### src/sv/psq_pkg.sv
// ----------------------------------------------------------------------------
// psq_pkg
// Shared constants and controller/datapath interface types for the
// priority-sorted command queue.
// ----------------------------------------------------------------------------
package psq_pkg;

  localparam int QueueDepth = 16;
  localparam int CntW       = $clog2(QueueDepth + 1);
  localparam int TagW       = 8;
  localparam int PrioW      = 8;
  localparam int CountOutW  = 5;

  // Controller to datapath
  typedef struct packed {
    logic load;      // capture the incoming transaction
    logic ins;       // insert the captured entry (or flag a drop)
    logic rem_step;  // delete the first matching entry
    logic report;    // register the result and raise the strobe
  } psq_cmd_t;

  // Datapath to controller
  typedef struct packed {
    logic is_remove;
    logic any_match;
  } psq_sts_t;

endpackage

### src/sv/psq_ctrl.sv
// ----------------------------------------------------------------------------
// psq_ctrl
// Sequencer: accepts a transaction, runs an insert step or a run of
// remove steps, then hands the result to the output register.
// ----------------------------------------------------------------------------
module psq_ctrl (
  input  logic             clk_i,
  input  logic             rst_ni,
  input  logic             start_i,
  output logic             busy_o,
  input  psq_pkg::psq_sts_t sts_i,
  output psq_pkg::psq_cmd_t cmd_o
);
  import psq_pkg::*;

  localparam logic [1:0] StIdle = 2'd0;
  localparam logic [1:0] StOp   = 2'd1;
  localparam logic [1:0] StRpt  = 2'd2;

  logic [1:0] state_q, state_d;

  always_comb begin
    state_d       = state_q;
    cmd_o         = '0;
    case (state_q)
      StIdle: begin
        if (start_i) begin
          cmd_o.load = 1'b1;
          state_d    = StOp;
        end
      end
      StOp: begin
        if (!sts_i.is_remove) begin
          cmd_o.ins = 1'b1;
          state_d   = StRpt;
        end else if (sts_i.any_match) begin
          cmd_o.rem_step = 1'b1;
        end else begin
          state_d = StRpt;
        end
      end
      StRpt: begin
        cmd_o.report = 1'b1;
        state_d      = StIdle;
      end
      default: begin
        state_d = StIdle;
      end
    endcase
  end

  always_ff @(posedge clk_i or negedge rst_ni) begin
    if (!rst_ni) begin
      state_q <= StIdle;
    end else begin
      state_q <= state_d;
    end
  end

  assign busy_o = (state_q != StIdle);

endmodule

### src/sv/psq_dp.sv
// ----------------------------------------------------------------------------
// psq_dp
// Slot array with parallel compare-and-shift insert, single-match
// delete step, and the registered result.
// ----------------------------------------------------------------------------
module psq_dp (
  input  logic                        clk_i,
  input  logic                        rst_ni,
  input  psq_pkg::psq_cmd_t           cmd_i,
  output psq_pkg::psq_sts_t           sts_o,
  input  logic                        action_i,
  input  logic [psq_pkg::TagW-1:0]    entry_tag_i,
  input  logic [psq_pkg::PrioW-1:0]   entry_priority_i,
  output logic                        result_valid_o,
  output logic                        head_valid_o,
  output logic [psq_pkg::TagW-1:0]    head_tag_o,
  output logic [psq_pkg::PrioW-1:0]   head_priority_o,
  output logic [psq_pkg::CountOutW-1:0] entry_count_o,
  output logic                        dropped_o
);
  import psq_pkg::*;

  logic [TagW-1:0]  slot_tag_q  [QueueDepth];
  logic [TagW-1:0]  slot_tag_d  [QueueDepth];
  logic [PrioW-1:0] slot_prio_q [QueueDepth];
  logic [PrioW-1:0] slot_prio_d [QueueDepth];
  logic [CntW-1:0]  count_q, count_d;

  logic             action_q;
  logic [TagW-1:0]  tag_q;
  logic [PrioW-1:0] prio_q;
  logic             drop_q, drop_d;

  logic [QueueDepth-1:0] valid, ge, match, prefix;
  logic full;

  logic                 res_valid_q;
  logic                 head_valid_q;
  logic [TagW-1:0]      head_tag_q;
  logic [PrioW-1:0]     head_prio_q;
  logic [CountOutW-1:0] count_out_q;
  logic [CntW+CountOutW-1:0] count_ext;

  assign full = (count_q == CntW'(QueueDepth));

  always_comb begin
    for (int i = 0; i < QueueDepth; i++) begin
      valid[i] = (CntW'(i) < count_q);
      ge[i]    = valid[i] && (prio_q <= slot_prio_q[i]);
      match[i] = valid[i] && (slot_tag_q[i] == tag_q);
    end
    prefix[0] = match[0];
    for (int i = 1; i < QueueDepth; i++) begin
      prefix[i] = prefix[i-1] | match[i];
    end
  end

  assign sts_o.is_remove = action_q;
  assign sts_o.any_match = |match;

  // Next slot contents: ge is a prefix because the slots stay sorted
  always_comb begin
    count_d = count_q;
    drop_d  = drop_q;
    for (int i = 0; i < QueueDepth; i++) begin
      slot_tag_d[i]  = slot_tag_q[i];
      slot_prio_d[i] = slot_prio_q[i];
    end
    if (cmd_i.load) begin
      drop_d = 1'b0;
    end
    if (cmd_i.ins) begin
      drop_d = full;
      if (!full) begin
        count_d = count_q + CntW'(1);
        for (int i = 0; i < QueueDepth; i++) begin
          if (!ge[i]) begin
            if (i == 0) begin
              slot_tag_d[i]  = tag_q;
              slot_prio_d[i] = prio_q;
            end else if (ge[i-1]) begin
              slot_tag_d[i]  = tag_q;
              slot_prio_d[i] = prio_q;
            end else begin
              slot_tag_d[i]  = slot_tag_q[i-1];
              slot_prio_d[i] = slot_prio_q[i-1];
            end
          end
        end
      end
    end
    if (cmd_i.rem_step) begin
      count_d = count_q - CntW'(1);
      for (int i = 0; i < QueueDepth - 1; i++) begin
        if (prefix[i]) begin
          slot_tag_d[i]  = slot_tag_q[i+1];
          slot_prio_d[i] = slot_prio_q[i+1];
        end
      end
    end
  end

  always_ff @(posedge clk_i) begin
    for (int i = 0; i < QueueDepth; i++) begin
      slot_tag_q[i]  <= slot_tag_d[i];
      slot_prio_q[i] <= slot_prio_d[i];
    end
    if (cmd_i.load) begin
      tag_q  <= entry_tag_i;
      prio_q <= entry_priority_i;
    end
  end

  assign count_ext = {{CountOutW{1'b0}}, count_q};

  always_ff @(posedge clk_i) begin
    if (cmd_i.report) begin
      head_valid_q <= (count_q != '0);
      head_tag_q   <= (count_q != '0) ? slot_tag_q[0]  : '0;
      head_prio_q  <= (count_q != '0) ? slot_prio_q[0] : '0;
      count_out_q  <= count_ext[CountOutW-1:0];
    end
  end

  always_ff @(posedge clk_i or negedge rst_ni) begin
    if (!rst_ni) begin
      count_q     <= '0;
      action_q    <= 1'b0;
      drop_q      <= 1'b0;
      res_valid_q <= 1'b0;
    end else begin
      count_q     <= count_d;
      drop_q      <= drop_d;
      res_valid_q <= cmd_i.report;
      if (cmd_i.load) begin
        action_q <= action_i;
      end
    end
  end

  // drop_q only changes on load and insert, so it is stable at the strobe
  assign result_valid_o  = res_valid_q;
  assign head_valid_o    = head_valid_q;
  assign head_tag_o      = head_tag_q;
  assign head_priority_o = head_prio_q;
  assign entry_count_o   = count_out_q;
  assign dropped_o       = drop_q;

  a_count_bound: assert property (@(posedge clk_i) disable iff (!rst_ni)
    count_q <= CntW'(QueueDepth))
    else $error("entry count above queue depth");

  a_rem_dec: assert property (@(posedge clk_i) disable iff (!rst_ni)
    cmd_i.rem_step |=> count_q == $past(count_q) - CntW'(1))
    else $error("remove step did not free one slot");

  a_ins_inc: assert property (@(posedge clk_i) disable iff (!rst_ni)
    (cmd_i.ins && !full) |=> (count_q == $past(count_q) + CntW'(1)) && !drop_q)
    else $error("insert did not take a slot");

  a_head_sorted: assert property (@(posedge clk_i) disable iff (!rst_ni)
    (count_q >= CntW'(2)) |-> slot_prio_q[0] >= slot_prio_q[1])
    else $error("head pair out of priority order");

  a_empty_head: assert property (@(posedge clk_i) disable iff (!rst_ni)
    (result_valid_o && !head_valid_o) |-> (entry_count_o == '0))
    else $error("empty head reported with entries held");

endmodule

### src/sv/priority_sorted_command_queue_top.sv
// ----------------------------------------------------------------------------
// priority_sorted_command_queue_top
// Bounded queue of tagged entries kept sorted by priority, with insert and
// remove-by-tag transactions and a one-cycle result strobe.
// ----------------------------------------------------------------------------
// An insert runs a single insert step; a remove runs one delete step per
//   matching entry (one delete per cycle) until no match is left.
// A new transaction is taken only once the last one is done; busy drops in the strobe cycle.
// Results are never stalled: result_valid_o is high for exactly one cycle.
// Reset (rst_ni low, asynchronous) empties the queue and idles the sequencer.
module priority_sorted_command_queue_top (
  input  logic                          clk_i,
  input  logic                          rst_ni,
  input  logic                          start,
  output logic                          busy,
  input  logic                          action_i,
  input  logic [psq_pkg::TagW-1:0]      entry_tag_i,
  input  logic [psq_pkg::PrioW-1:0]     entry_priority_i,
  output logic                          result_valid_o,
  output logic                          head_valid_o,
  output logic [psq_pkg::TagW-1:0]      head_tag_o,
  output logic [psq_pkg::PrioW-1:0]     head_priority_o,
  output logic [psq_pkg::CountOutW-1:0] entry_count_o,
  output logic                          dropped_o
);
  import psq_pkg::*;

  psq_cmd_t cmd;
  psq_sts_t sts;

  psq_ctrl u_ctrl (
    .clk_i   (clk_i),
    .rst_ni  (rst_ni),
    .start_i (start),
    .busy_o  (busy),
    .sts_i   (sts),
    .cmd_o   (cmd)
  );

  psq_dp u_dp (
    .clk_i            (clk_i),
    .rst_ni           (rst_ni),
    .cmd_i            (cmd),
    .sts_o            (sts),
    .action_i         (action_i),
    .entry_tag_i      (entry_tag_i),
    .entry_priority_i (entry_priority_i),
    .result_valid_o   (result_valid_o),
    .head_valid_o     (head_valid_o),
    .head_tag_o       (head_tag_o),
    .head_priority_o  (head_priority_o),
    .entry_count_o    (entry_count_o),
    .dropped_o        (dropped_o)
  );

endmodule

### config.mk
export PLATFORM = sky130hd
export DESIGN_NAME = priority_sorted_command_queue_top
export DESIGN_NICKNAME = d
export VERILOG_FILES = /design/src/sv/psq_pkg.sv /design/src/sv/psq_ctrl.sv /design/src/sv/psq_dp.sv /design/src/sv/priority_sorted_command_queue_top.sv
export SDC_FILE = /design/constraint.sdc
export NUM_CORES = 1
export LEC_CHECK = 0
export BUFFER_PORTS_ARGS = -buffer_cell sky130_fd_sc_hd__buf_2
export CORE_MARGIN = 1.5
export CORE_UTILIZATION = 50
export CTS_BUF_LIST = sky130_fd_sc_hd__clkbuf_16
export DETAILED_ROUTE_END_ITERATION = 10
export PLACE_DENSITY = 0.66
export SETUP_SLACK_MARGIN = 0.3
export SYNTH_ARGS = -nofsm -noshare
export SYNTH_HDL_FRONTEND = slang
export SYNTH_SLANG_ARGS = --single-unit
### constraint.sdc
create_clock -name clk_i -period 5.83 [get_ports clk_i]
set_input_delay 0.2915 -clock clk_i [delete_from_list [all_inputs] [get_ports clk_i]]
set_output_delay 0.2915 -clock clk_i [all_outputs]
set_load 0.01 [all_outputs]
; After elaboration in Yosys (flattened, before gate mapping)
; Memory sizes are Yosys's and may differ from the RTL's.
; Index checks and enable logic that the tools add are counted.
[word_totals]
register_bits = 48
mem_bits_rw = 256
input_bits = 20
out_inout_bits = 25
elab_cells = 237
memories = 2
[classes]
add_sub_neg = 2
n_lt_le_gt_ge = 32
eq_ne = 22
mux = 114
bitwise_logic = 14
reduce_logical = 40
[mem_list]
columns = name, words, word_bits, rd, rd_clocked_by_memory_dff, write_ports, line_no
row1 = u_dp.slot_prio_q, 16, 8, 16, 0, 16, psq_dp.sv:25  ; logic [PrioW-1:0] slot_prio_q [QueueDepth];
row2 = u_dp.slot_tag_q, 16, 8, 16, 0, 16, psq_dp.sv:23  ; logic [TagW-1:0] slot_tag_q [QueueDepth];
[ops]
columns = cell, count
row1 = 8-bit two-way mux, 92
row2 = 128-bit two-way mux, 4
row3 = 120-bit two-way mux, 2
row4 = 8-bit == test, 16
row5 = 8-bit less-or-equal comparator, 16
row6 = "4-bit by 5-bit less-than comparator with 1-bit output, first input constant", 8
row7 = 1-bit logical AND, 32
row8 = "3-bit by 5-bit less-than comparator with 1-bit output, first input constant", 4
row9 = 16-bit OR reduction, 1
row10 = 5-bit two-way mux, 3
row11 = 1-bit OR, 14
row12 = "1-bit by 5-bit less-than comparator with 1-bit output, first input constant", 2
row13 = "2-bit by 5-bit less-than comparator with 1-bit output, first input constant", 2
row14 = 1-bit two-way mux, 8
row15 = 2-bit two-way mux, 4
row16 = 2-bit nonzero test, 3
row17 = "5-bit by 1-bit adder with 5-bit output, second input constant", 1
row18 = "5-bit == test, second input constant", 1
row19 = 5-bit nonzero test, 1
row20 = "5-bit by 1-bit subtractor with 5-bit output, second input constant", 1
row21 = "2-bit != test, second input constant", 2
row22 = 2-bit case mux with 2 select lines, 1
row23 = 2-bit AND reduction, 2
row24 = "3-bit != test, second input constant", 1
row25 = 3 further kinds, 3

; Depth between registers and ports, before layout
; Gate-level depths: netlist (run 1).
; An unclocked memory read counts as a cell.
[depth]
depth_word = 19
ltp_mapped = 13
ltp_nobuf = 10

; By module
; From an unflattened synthesis (run 1), not the netlist that was laid out.
[hier_totals]
hier_cells = 2356
area_unflattened_um2 = 20689.8
[modules_own_cells]
columns = module, n_inst, cells_each, area_per_inst_um2, seq_area_each_um2
row1 = psq_dp, 1, 2345, 20577.2, 6626.4
row2 = psq_ctrl, 1, 11, 112.6, 50.0

; Worst setup path before layout (run 1)
; OpenSTA, ideal clock, no wires.
[synth_path]
path_kind = reg2reg
startpoint = register u_dp.prio_q[1]
endpoint = memory u_dp.slot_prio_q[10][3], in the netlist u_dp.slot_prio_q[1][19]
setup_ps = 121
arrival_ps = 2982
t_required_ps = 5709
path_slack_ps = 2727
path_stages_with_launch = 10
n_path_buf = 1
period_less_slack_ps = 3103
path_cell_list = edfxtp_1 ha_1 nor2b_1 o211ai_1 a31oi_1 o41ai_2 buf_4 mux2i_1 o21ai_0 mux2_2
[synth_lines]
columns = element, line_no
row1 = "start, declared", psq_dp.sv:31  ; logic [PrioW-1:0] prio_q;
row2 = "start signal, assigned", psq_dp.sv:110  ; prio_q <= entry_priority_i;
row3 = "end, declared", psq_dp.sv:25

==> flow_metrics.py, run 1 <==
metrics = {
    "run_status": {
        "status": "completed",
    },
    "synth": {
        "synth.most_common_cell": "dfxtp_1",
        "synth.largest_area_cell": "dfxtp_1",
        "yosys.cell_types.count": 71,
        "synth-seq-cells": 304,
        "syn_area_um2": 19790,
        "ys_warn_count": 0,
        "postSynthCellCount": 2191,
        "synthArstFlopShare_pct": 3.289,
        "syn_area_per_cell_um2": 9.034,
        "synth.top_cells.by_count": "dfxtp_1 (240), mux2i_1 (209), o21ai_0 (190)",
        "yosysTopAreaCellShare_pct": 24.27,
        "synth_edf_count": 54,
        "ys_seq_area_share_pct": 33.73,
        "ys_top_cells_by_area": "dfxtp_1 (24%), mux2i_1 (11%), ha_1 (8.3%)",
        "synthesis.nets": 2343,
        "ys.flop_type": "dfxtp_1",
    },
    "clock_network": {
        "ctsResizeCount": 0,
        "numClockSinks": 304,
        "cts_buffers": 37,
        "htree_levels": 2,
        "clock_latency_ns": 0.56,
        "cts-root-buf": "clkbuf_16",
        "cts_buffer_depth": 3,
        "clk_pin_slew_ns": 0.06,
        "cts_hold_buf": 18,
        "tritoncts": "built",
        "postCtsSetupRepairBufs": 0,
    },
    "cells_and_area": {
        "nets": 2350,
        "fillers": 3489,
        "antennaDiodeCount": 0,
        "drive_above_1_share_pct": 13.21,
        "area_growth_pct": 10.03,
    },
    "critical_path": {
        "crit_fanout": 23,
        "worst-endpoint-required_ns": 6.27,
        "start_kind": "register",
        "critPathKind": "register to register",
        "endpoint_kind": "register",
        "r2r_end": "u_dp.slot_prio_q[0][63]",
        "arrival_ns": 4.89,
        "r2r_slack_ns": 1.38,
        "rr_startpoint": "u_dp.prio_q[0]",
        "path_delay_family": "simple AND/OR/NAND/NOR gates",
        "cp_cell_sequence": "inv_1 > buf_4 > ha_1 > nand3_1 > nor4_1 > a21oi_1 > nand2_1 > nor2_1 > o211a_1 > o22ai_1",
        "reg2reg_depth": 10,
        "cp_slowest_stage_delay_ns": 1.30,
        "slowest_stage": "nor2_1",
        "critPathLaunch": "u_dp.prio_q[0]",
        "critPathBufInv": 2,
    },
    "die": {
        "initial_core_util_pct": 50.98,
        "fp.dieArea_um2": 40790,
        "core_area_um2": 38830,
        "die_w_um": 202.0,
        "io_pins": 45,
        "row_count": 72,
        "die_h_um": 202.0,
    },
    "detailed_routing": {
        "viasPerCell": 5.911,
        "dr.first_iter.drc_count": 1211,
        "drc": 0,
        "drtAntennaViolNets": 0,
        "dr.pass1.iters": 7,
        "routed_wl_mm": 56.23,
        "drt-wirelength-per-cell_um": 20.49,
        "dr_total_vias": 16220,
    },
    "sta": {
        "fin_skew_ns": 0.02124,
        "setup_viol": 0,
        "hold_violations": 0,
        "tightest_slew_ns": 1.397,
        "grt_setup_unrepaired": "no",
        "slew-limit-headroom_pct": 6.515,
        "post-route-period-util_pct": 76.35,
        "finalSetupTns_ns": 0,
        "drv_slew": 0,
        "post-route-min-period_ns": 4.451,
        "fmax_mhz": 224.7,
    },
    "global_route": {
        "grt.busiest_layer": "met2",
        "grt_overflow": 0,
        "grtUsageTotal_pct": 27.35,
        "grt_max_degree": 40,
        "met1_usage_pct": 37.62,
        "met3_usage_pct": 4.176,
        "antenna_found_initial": 0,
        "grt_pass1_vias": 15830,
        "use_met2_pct": 44.58,
        "grt_pass1_wl_mm": 88.98,
    },
    "power_and_ir_drop": {
        "finalPower_w": 0.01272,
        "leakage_nw": 9.089,
        "p_per_area_nw_per_um2": 583.9,
        "ir_drop_v": 0.0002781,
    },
    "placed_design": {
        "numPortBuffers": 44,
        "place.gp.congestion": 0.8961,
        "dp_hpwl_mm": 40.85,
    },
    "hold_path": {
        "worstHoldStart": "start",
        "hold_depth": 3,
        "worstHoldEndpoint": "u_ctrl.state_q[0]",
        "min_path_type": "input port to register",
    },
    "job": {
        "cap_violations": 0,
    },
}
-- sequential cells by signal (all words and copies together) (netlist names), 2 cells and up --
| register | flops |
|---|---|
| u_ctrl.state_q | 2 |
| u_dp.tag_q | 8 |
| u_dp.prio_q | 8 |
| u_dp.slot_prio_q | 128 |
| u_dp.count_q | 5 |
| u_dp.head_priority_o | 8 |
| u_dp.slot_tag_q | 128 |
| u_dp.head_tag_o | 8 |
| u_dp.entry_count_o | 5 |
-- kinds of logic (layout without fill, tap and decap cells) --
family / count (synthesis) / count (layout) / share of synthesized area (%)
compound gates: 508 / 508 / 15.92
xor+xnor: 131 / 131 / 5.797
fa+ha+maj: 132 / 132 / 8.344
buf+inv: 271 / 306 / 5.721
flops: 304 / 304 / 33.73
mux: 357 / 357 / 18.99
simple gates: 488 / 488 / 11.50
-- layout by cell type (no fill, tap or decap), drive strengths merged, types with 9 or more instances in the layout --
cell and count:
nand4 30, mux2i 209, inv 130, a21o 34, a21oi 122, xnor2 86, o2bb2ai 9, mux2 148
and2 13, buf 97, o21ai 199, nor2 146, a211oi 24, dfrtp 10, dfxtp 240, nand2 170
xor2 45, nor3 20, nor2b 27, clkbuf 37, edfxtp 54, and3 14, ha 132, o22ai 19
nor4 12, clkinv 20, dlygate4sd3 18, nand3 29, o211ai 27
-- worst min-delay path, delay by kind of cell --
| kind | cells | cell delay (ns) |
|---|---|---|
| buf+inv | 2 | 0.20 |
| compound gates | 1 | 0.09 |
-- report_power, final --
group	internal, W	total [W]	switching, W
combinational	0.00286	0.00616	0.00330
clock	0.00125	0.00221	0.000955
sequential	0.00316	0.00435	0.00119
-- how the worst max path moves through the flow --
stage | endpoint | slack [ns] | cells past startpoint
floorplan | u_dp.slot_prio_q[1][19] | 2.73 | 9
global placement | u_dp.slot_prio_q[0][62] | 1.60 | 10
detailed placement | u_dp.slot_prio_q[0][62] | 1.51 | 10
CTS | u_dp.slot_prio_q[0][63] | 1.44 | 10
global route | u_dp.slot_prio_q[0][62] | 1.11 | 10
finish | u_dp.slot_prio_q[0][63] | 1.38 | 10
-- through the flow --
| stage | utilization, % | setup slack [ns] | std cells | hold WS (ns) | area (µm²) |
|---|---|---|---|---|---|
| global route | 56.09 | 1.114 | 2744 | 0.1222 | 21780 |
| finish | 56.09 | 1.379 | 2744 | 0.09897 | 21780 |
| global placement | 52.72 | 1.597 | 2659 | 0.1732 | 20470 |
| floorplan | - | 2.727 | 2191 | -0.004091 | 19790 |
| CTS | 56.09 | 1.439 | 2744 | 0.07479 | 21780 |
| detailed placement | 52.72 | 1.507 | 2659 | 0.1849 | 20470 |
-- cell type report --
class | instances | area, µm² | share of cell area, %
Multi-Input combinational cell | 1616 | 12060 | 55.38
Tap cell | 518 | 648.1 | 2.976
Clock inverter | 30 | 202.7 | 0.9308
Inverter | 124 | 465.4 | 2.137
Timing Repair Buffer | 115 | 798.3 | 3.666
Clock buffer | 37 | 925.9 | 4.252
Sequential cell | 304 | 6676 | 30.66
-- layer usage --
metal	up-vias	part of all wire, %
li1	7836	-
met1	7804	46
met2	492	46
met3	89	5.8
met4	0	2.2
met5	-	0
Note: power is estimated with default switching activity, not from simulation.
==> run 2, diff against run 1 <==
ABC_AREA = 1   (was unset)
clock period = 4.3 ns   (was 5.83 ns; I/O delays follow)
==> run 2 against run 1 <==
Compared with the run above: combinational power increased by 39%; via count increased by 31%; first-iteration DRC count increased by 58%; non-clock buffer count increased by 10; core utilization decreased by 0.59 points; fmax increased by 23%; power increased by 34%; clock-buffer cell count increased by 2; register-to-register slack got worse by 0.70 ns.
==> flow_metrics.py, run 2 <==
metrics = {
    "run_status": {
        "status": "completed",
    },
    "sta": {
        "setup_viol": 0,
        "hold_violations": 0,
        "grt_setup_unrepaired": "no",
        "drv_slew": 0,
        "post-route-min-period_ns": 3.619,
        "post-route-period-util_pct": 84.16,
        "fin_skew_ns": 0.01177,
        "slew-limit-headroom_pct": 27.42,
        "setup_slack_ns": 0.6811,
        "tightest_slew_ns": 1.082,
        "fmax_mhz": 276.3,
        "finalSetupTns_ns": 0,
    },
    "clock_network": {
        "cts_buffers": 39,
        "clk_pin_slew_ns": 0.06,
        "htree_levels": 2,
        "numClockSinks": 304,
        "tritoncts": "built",
        "clock_latency_ns": 0.57,
        "cts-root-buf": "clkbuf_16",
        "ctsResizeCount": 0,
        "cts_buffer_depth": 3,
    },
    "synth": {
        "synth.largest_area_cell": "dfxtp_1",
        "ys.flop_type": "dfxtp_1",
        "ys_warn_count": 0,
        "synth_adder_area_share_pct": 7.755,
        "synth-compound-area-share_pct": 16.13,
        "synth_top_family_by_area": "simple AND/OR/NAND/NOR gates",
        "synth_edf_count": 54,
        "ys_seq_area_share_pct": 31.35,
        "synth.top_cells.by_count": "nand2_1 (1019), inv_1 (546), o21ai_0 (278)",
        "synthesis.nets": 3515,
        "postSynthCellCount": 3363,
        "synth.most_common_cell": "nand2_1",
        "syn_area_per_cell_um2": 6.333,
        "syn_area_um2": 21300,
        "synth-seq-cells": 304,
        "yosys.cell_types.count": 44,
        "synth-xor-area-share_pct": 1.933,
        "synthArstFlopShare_pct": 3.289,
        "yosys.area_share.simple_pct": 29.06,
        "yosysTopAreaCellShare_pct": 22.56,
        "ys_top_cells_by_area": "dfxtp_1 (23%), nand2_1 (18%), inv_1 (9.6%)",
        "synth.mux.area_fraction_pct": 0.04700,
    },
    "detailed_routing": {
        "dr.pass1.iters": 8,
        "drtAntennaViolNets": 0,
        "dr_total_vias": 21170,
        "drt-wirelength-per-cell_um": 17.20,
        "dr.first_iter.drc_count": 1913,
        "viasPerCell": 5.403,
        "drc": 0,
        "routed_wl_mm": 67.42,
    },
    "job": {
        "cap_violations": 0,
    },
    "critical_path": {
        "endpoint_kind": "register",
        "rr_startpoint": "u_dp.prio_q[1]",
        "arrival_ns": 4.08,
        "start_kind": "register",
        "worst-endpoint-required_ns": 4.76,
        "critPathLaunch": "u_dp.prio_q[1]",
        "crit_fanout": 18,
        "critPathKind": "register to register",
    },
    "cells_and_area": {
        "fillers": 4172,
        "layout_common_cells": "nand2_1 (1019), inv_1 (557), o21ai_0 (278)",
        "layout_commonest_cell": "nand2_1",
        "nets": 3504,
        "drive_above_1_share_pct": 6.065,
        "regArea_um2": 6676,
        "multi_input_area_um2": 11710,
        "reg_top3": "u_dp.slot_prio_q: 128 flops, u_dp.slot_tag_q: 128 flops",
        "area_growth_pct": 9.294,
        "antennaDiodeCount": 0,
    },
    "power_and_ir_drop": {
        "leakage_nw": 12.13,
        "p_per_area_nw_per_um2": 729.6,
        "finalPower_w": 0.01698,
        "ir_drop_v": 0.0003029,
    },
    "die": {
        "initial_core_util_pct": 50.77,
        "row_count": 75,
        "die_h_um": 209.4,
        "io_pins": 45,
        "fp.dieArea_um2": 43840,
        "core_area_um2": 41950,
        "die_w_um": 209.4,
    },
    "global_route": {
        "grt_pass1_wl_mm": 106.2,
        "grtUsageTotal_pct": 30.64,
        "grt_overflow": 0,
        "grt_max_degree": 34,
        "antenna_found_initial": 1,
        "grt_pass1_vias": 19370,
    },
    "hold_path": {
        "min_path_type": "input port to asynchronous set/reset pin",
    },
    "placed_design": {
        "pre_cts_slack_ns": 0.8125,
        "place.gp.congestion": 0.9023,
        "dp_hpwl_mm": 46.93,
        "numPortBuffers": 44,
    },
}
-- run 2: routing by layer --
layer  vias to the layer above  GRT usage [%]  wire, µm
met5                         -              0         0
met4                         0          11.37      2445
met3                       104          5.147      5653
met2                       779          46.14     28090
met1                      9636          43.85     31230
li1                      10650              -         -
-- run 2: stage by stage --
stage | hold slack, ns | instances | cell area, µm² | utilization (%)
after floorplan | -0.08059 | 3363 | 21300 | -
after global placement | 0.08251 | 3830 | 21880 | 52.16
after detailed placement | 0.08998 | 3830 | 21880 | 52.16
after CTS | 0.02797 | 3919 | 23280 | 55.49
after global routing | 0.07714 | 3919 | 23280 | 55.49
final | 0.05087 | 3919 | 23280 | 55.49
-- run 2: repair_timing --
item	4_1_cts	5_1_grt
endpoints found under the hold margin	28	0
buffers inserted	0	0
hold buffers	20	0
-- run 2: worst max-delay path, cell delays in order (launching register included) --
cell and delay (ns):
edfxtp_1 0.93, buf_4 0.34, ha_1 0.27, a21oi_1 0.18, o21ai_0 0.09, nand2_1 0.06
o211ai_1 0.07, o21ai_1 0.09, buf_4 0.24, nand2_1 0.38, nand2_1 0.22, inv_1 0.23
o211ai_1 0.18, nand3_1 0.10, nand2_1 0.08, inv_1 0.04
-- run 2: logic make-up after synthesis --
kind of cell / Yosys count
muxes: 1
xor gates and xnor gates: 47
buffers and inverters: 741
AOI/OAI and AO/OA: 623
DFF: 304
and+or+nand+nor: 1515
adders and majority gates: 132
-- run 2: final timing paths --
check / endpoint / slack [ns] / cells after the start
min in group clk_i: u_dp.prio_q[3] / 0.37 / 2
min reg2reg: u_dp.slot_prio_q[0][57] / 0.46 / 2
max reg2reg: u_dp.slot_tag_q[1][32] / 0.68 / 15
min: u_dp.count_q[4] / 0.05 / 2
max: u_dp.slot_tag_q[1][32] / 0.68 / 15
max in group asynchronous: u_dp.result_valid_o / 4.06 / 2
-- run 2: final cells by class --
cell class | count | area share, %
Timing Repair Buffer | 125 | 3.881
Multi-Input combinational cell | 2318 | 50.30
Inverter | 564 | 9.095
Sequential cell | 304 | 28.68
Clock buffer | 39 | 4.193
Tap cell | 539 | 2.897
Clock inverter | 30 | 0.9568
-- run 2: power by group --
part	internal (W)	total, W	leakage (nW)	switching (W)
Clock	0.00183	0.00317	0.622	0.00135
Combinational	0.00295	0.00859	8.86	0.00565
Sequential	0.00418	0.00521	2.64	0.00103
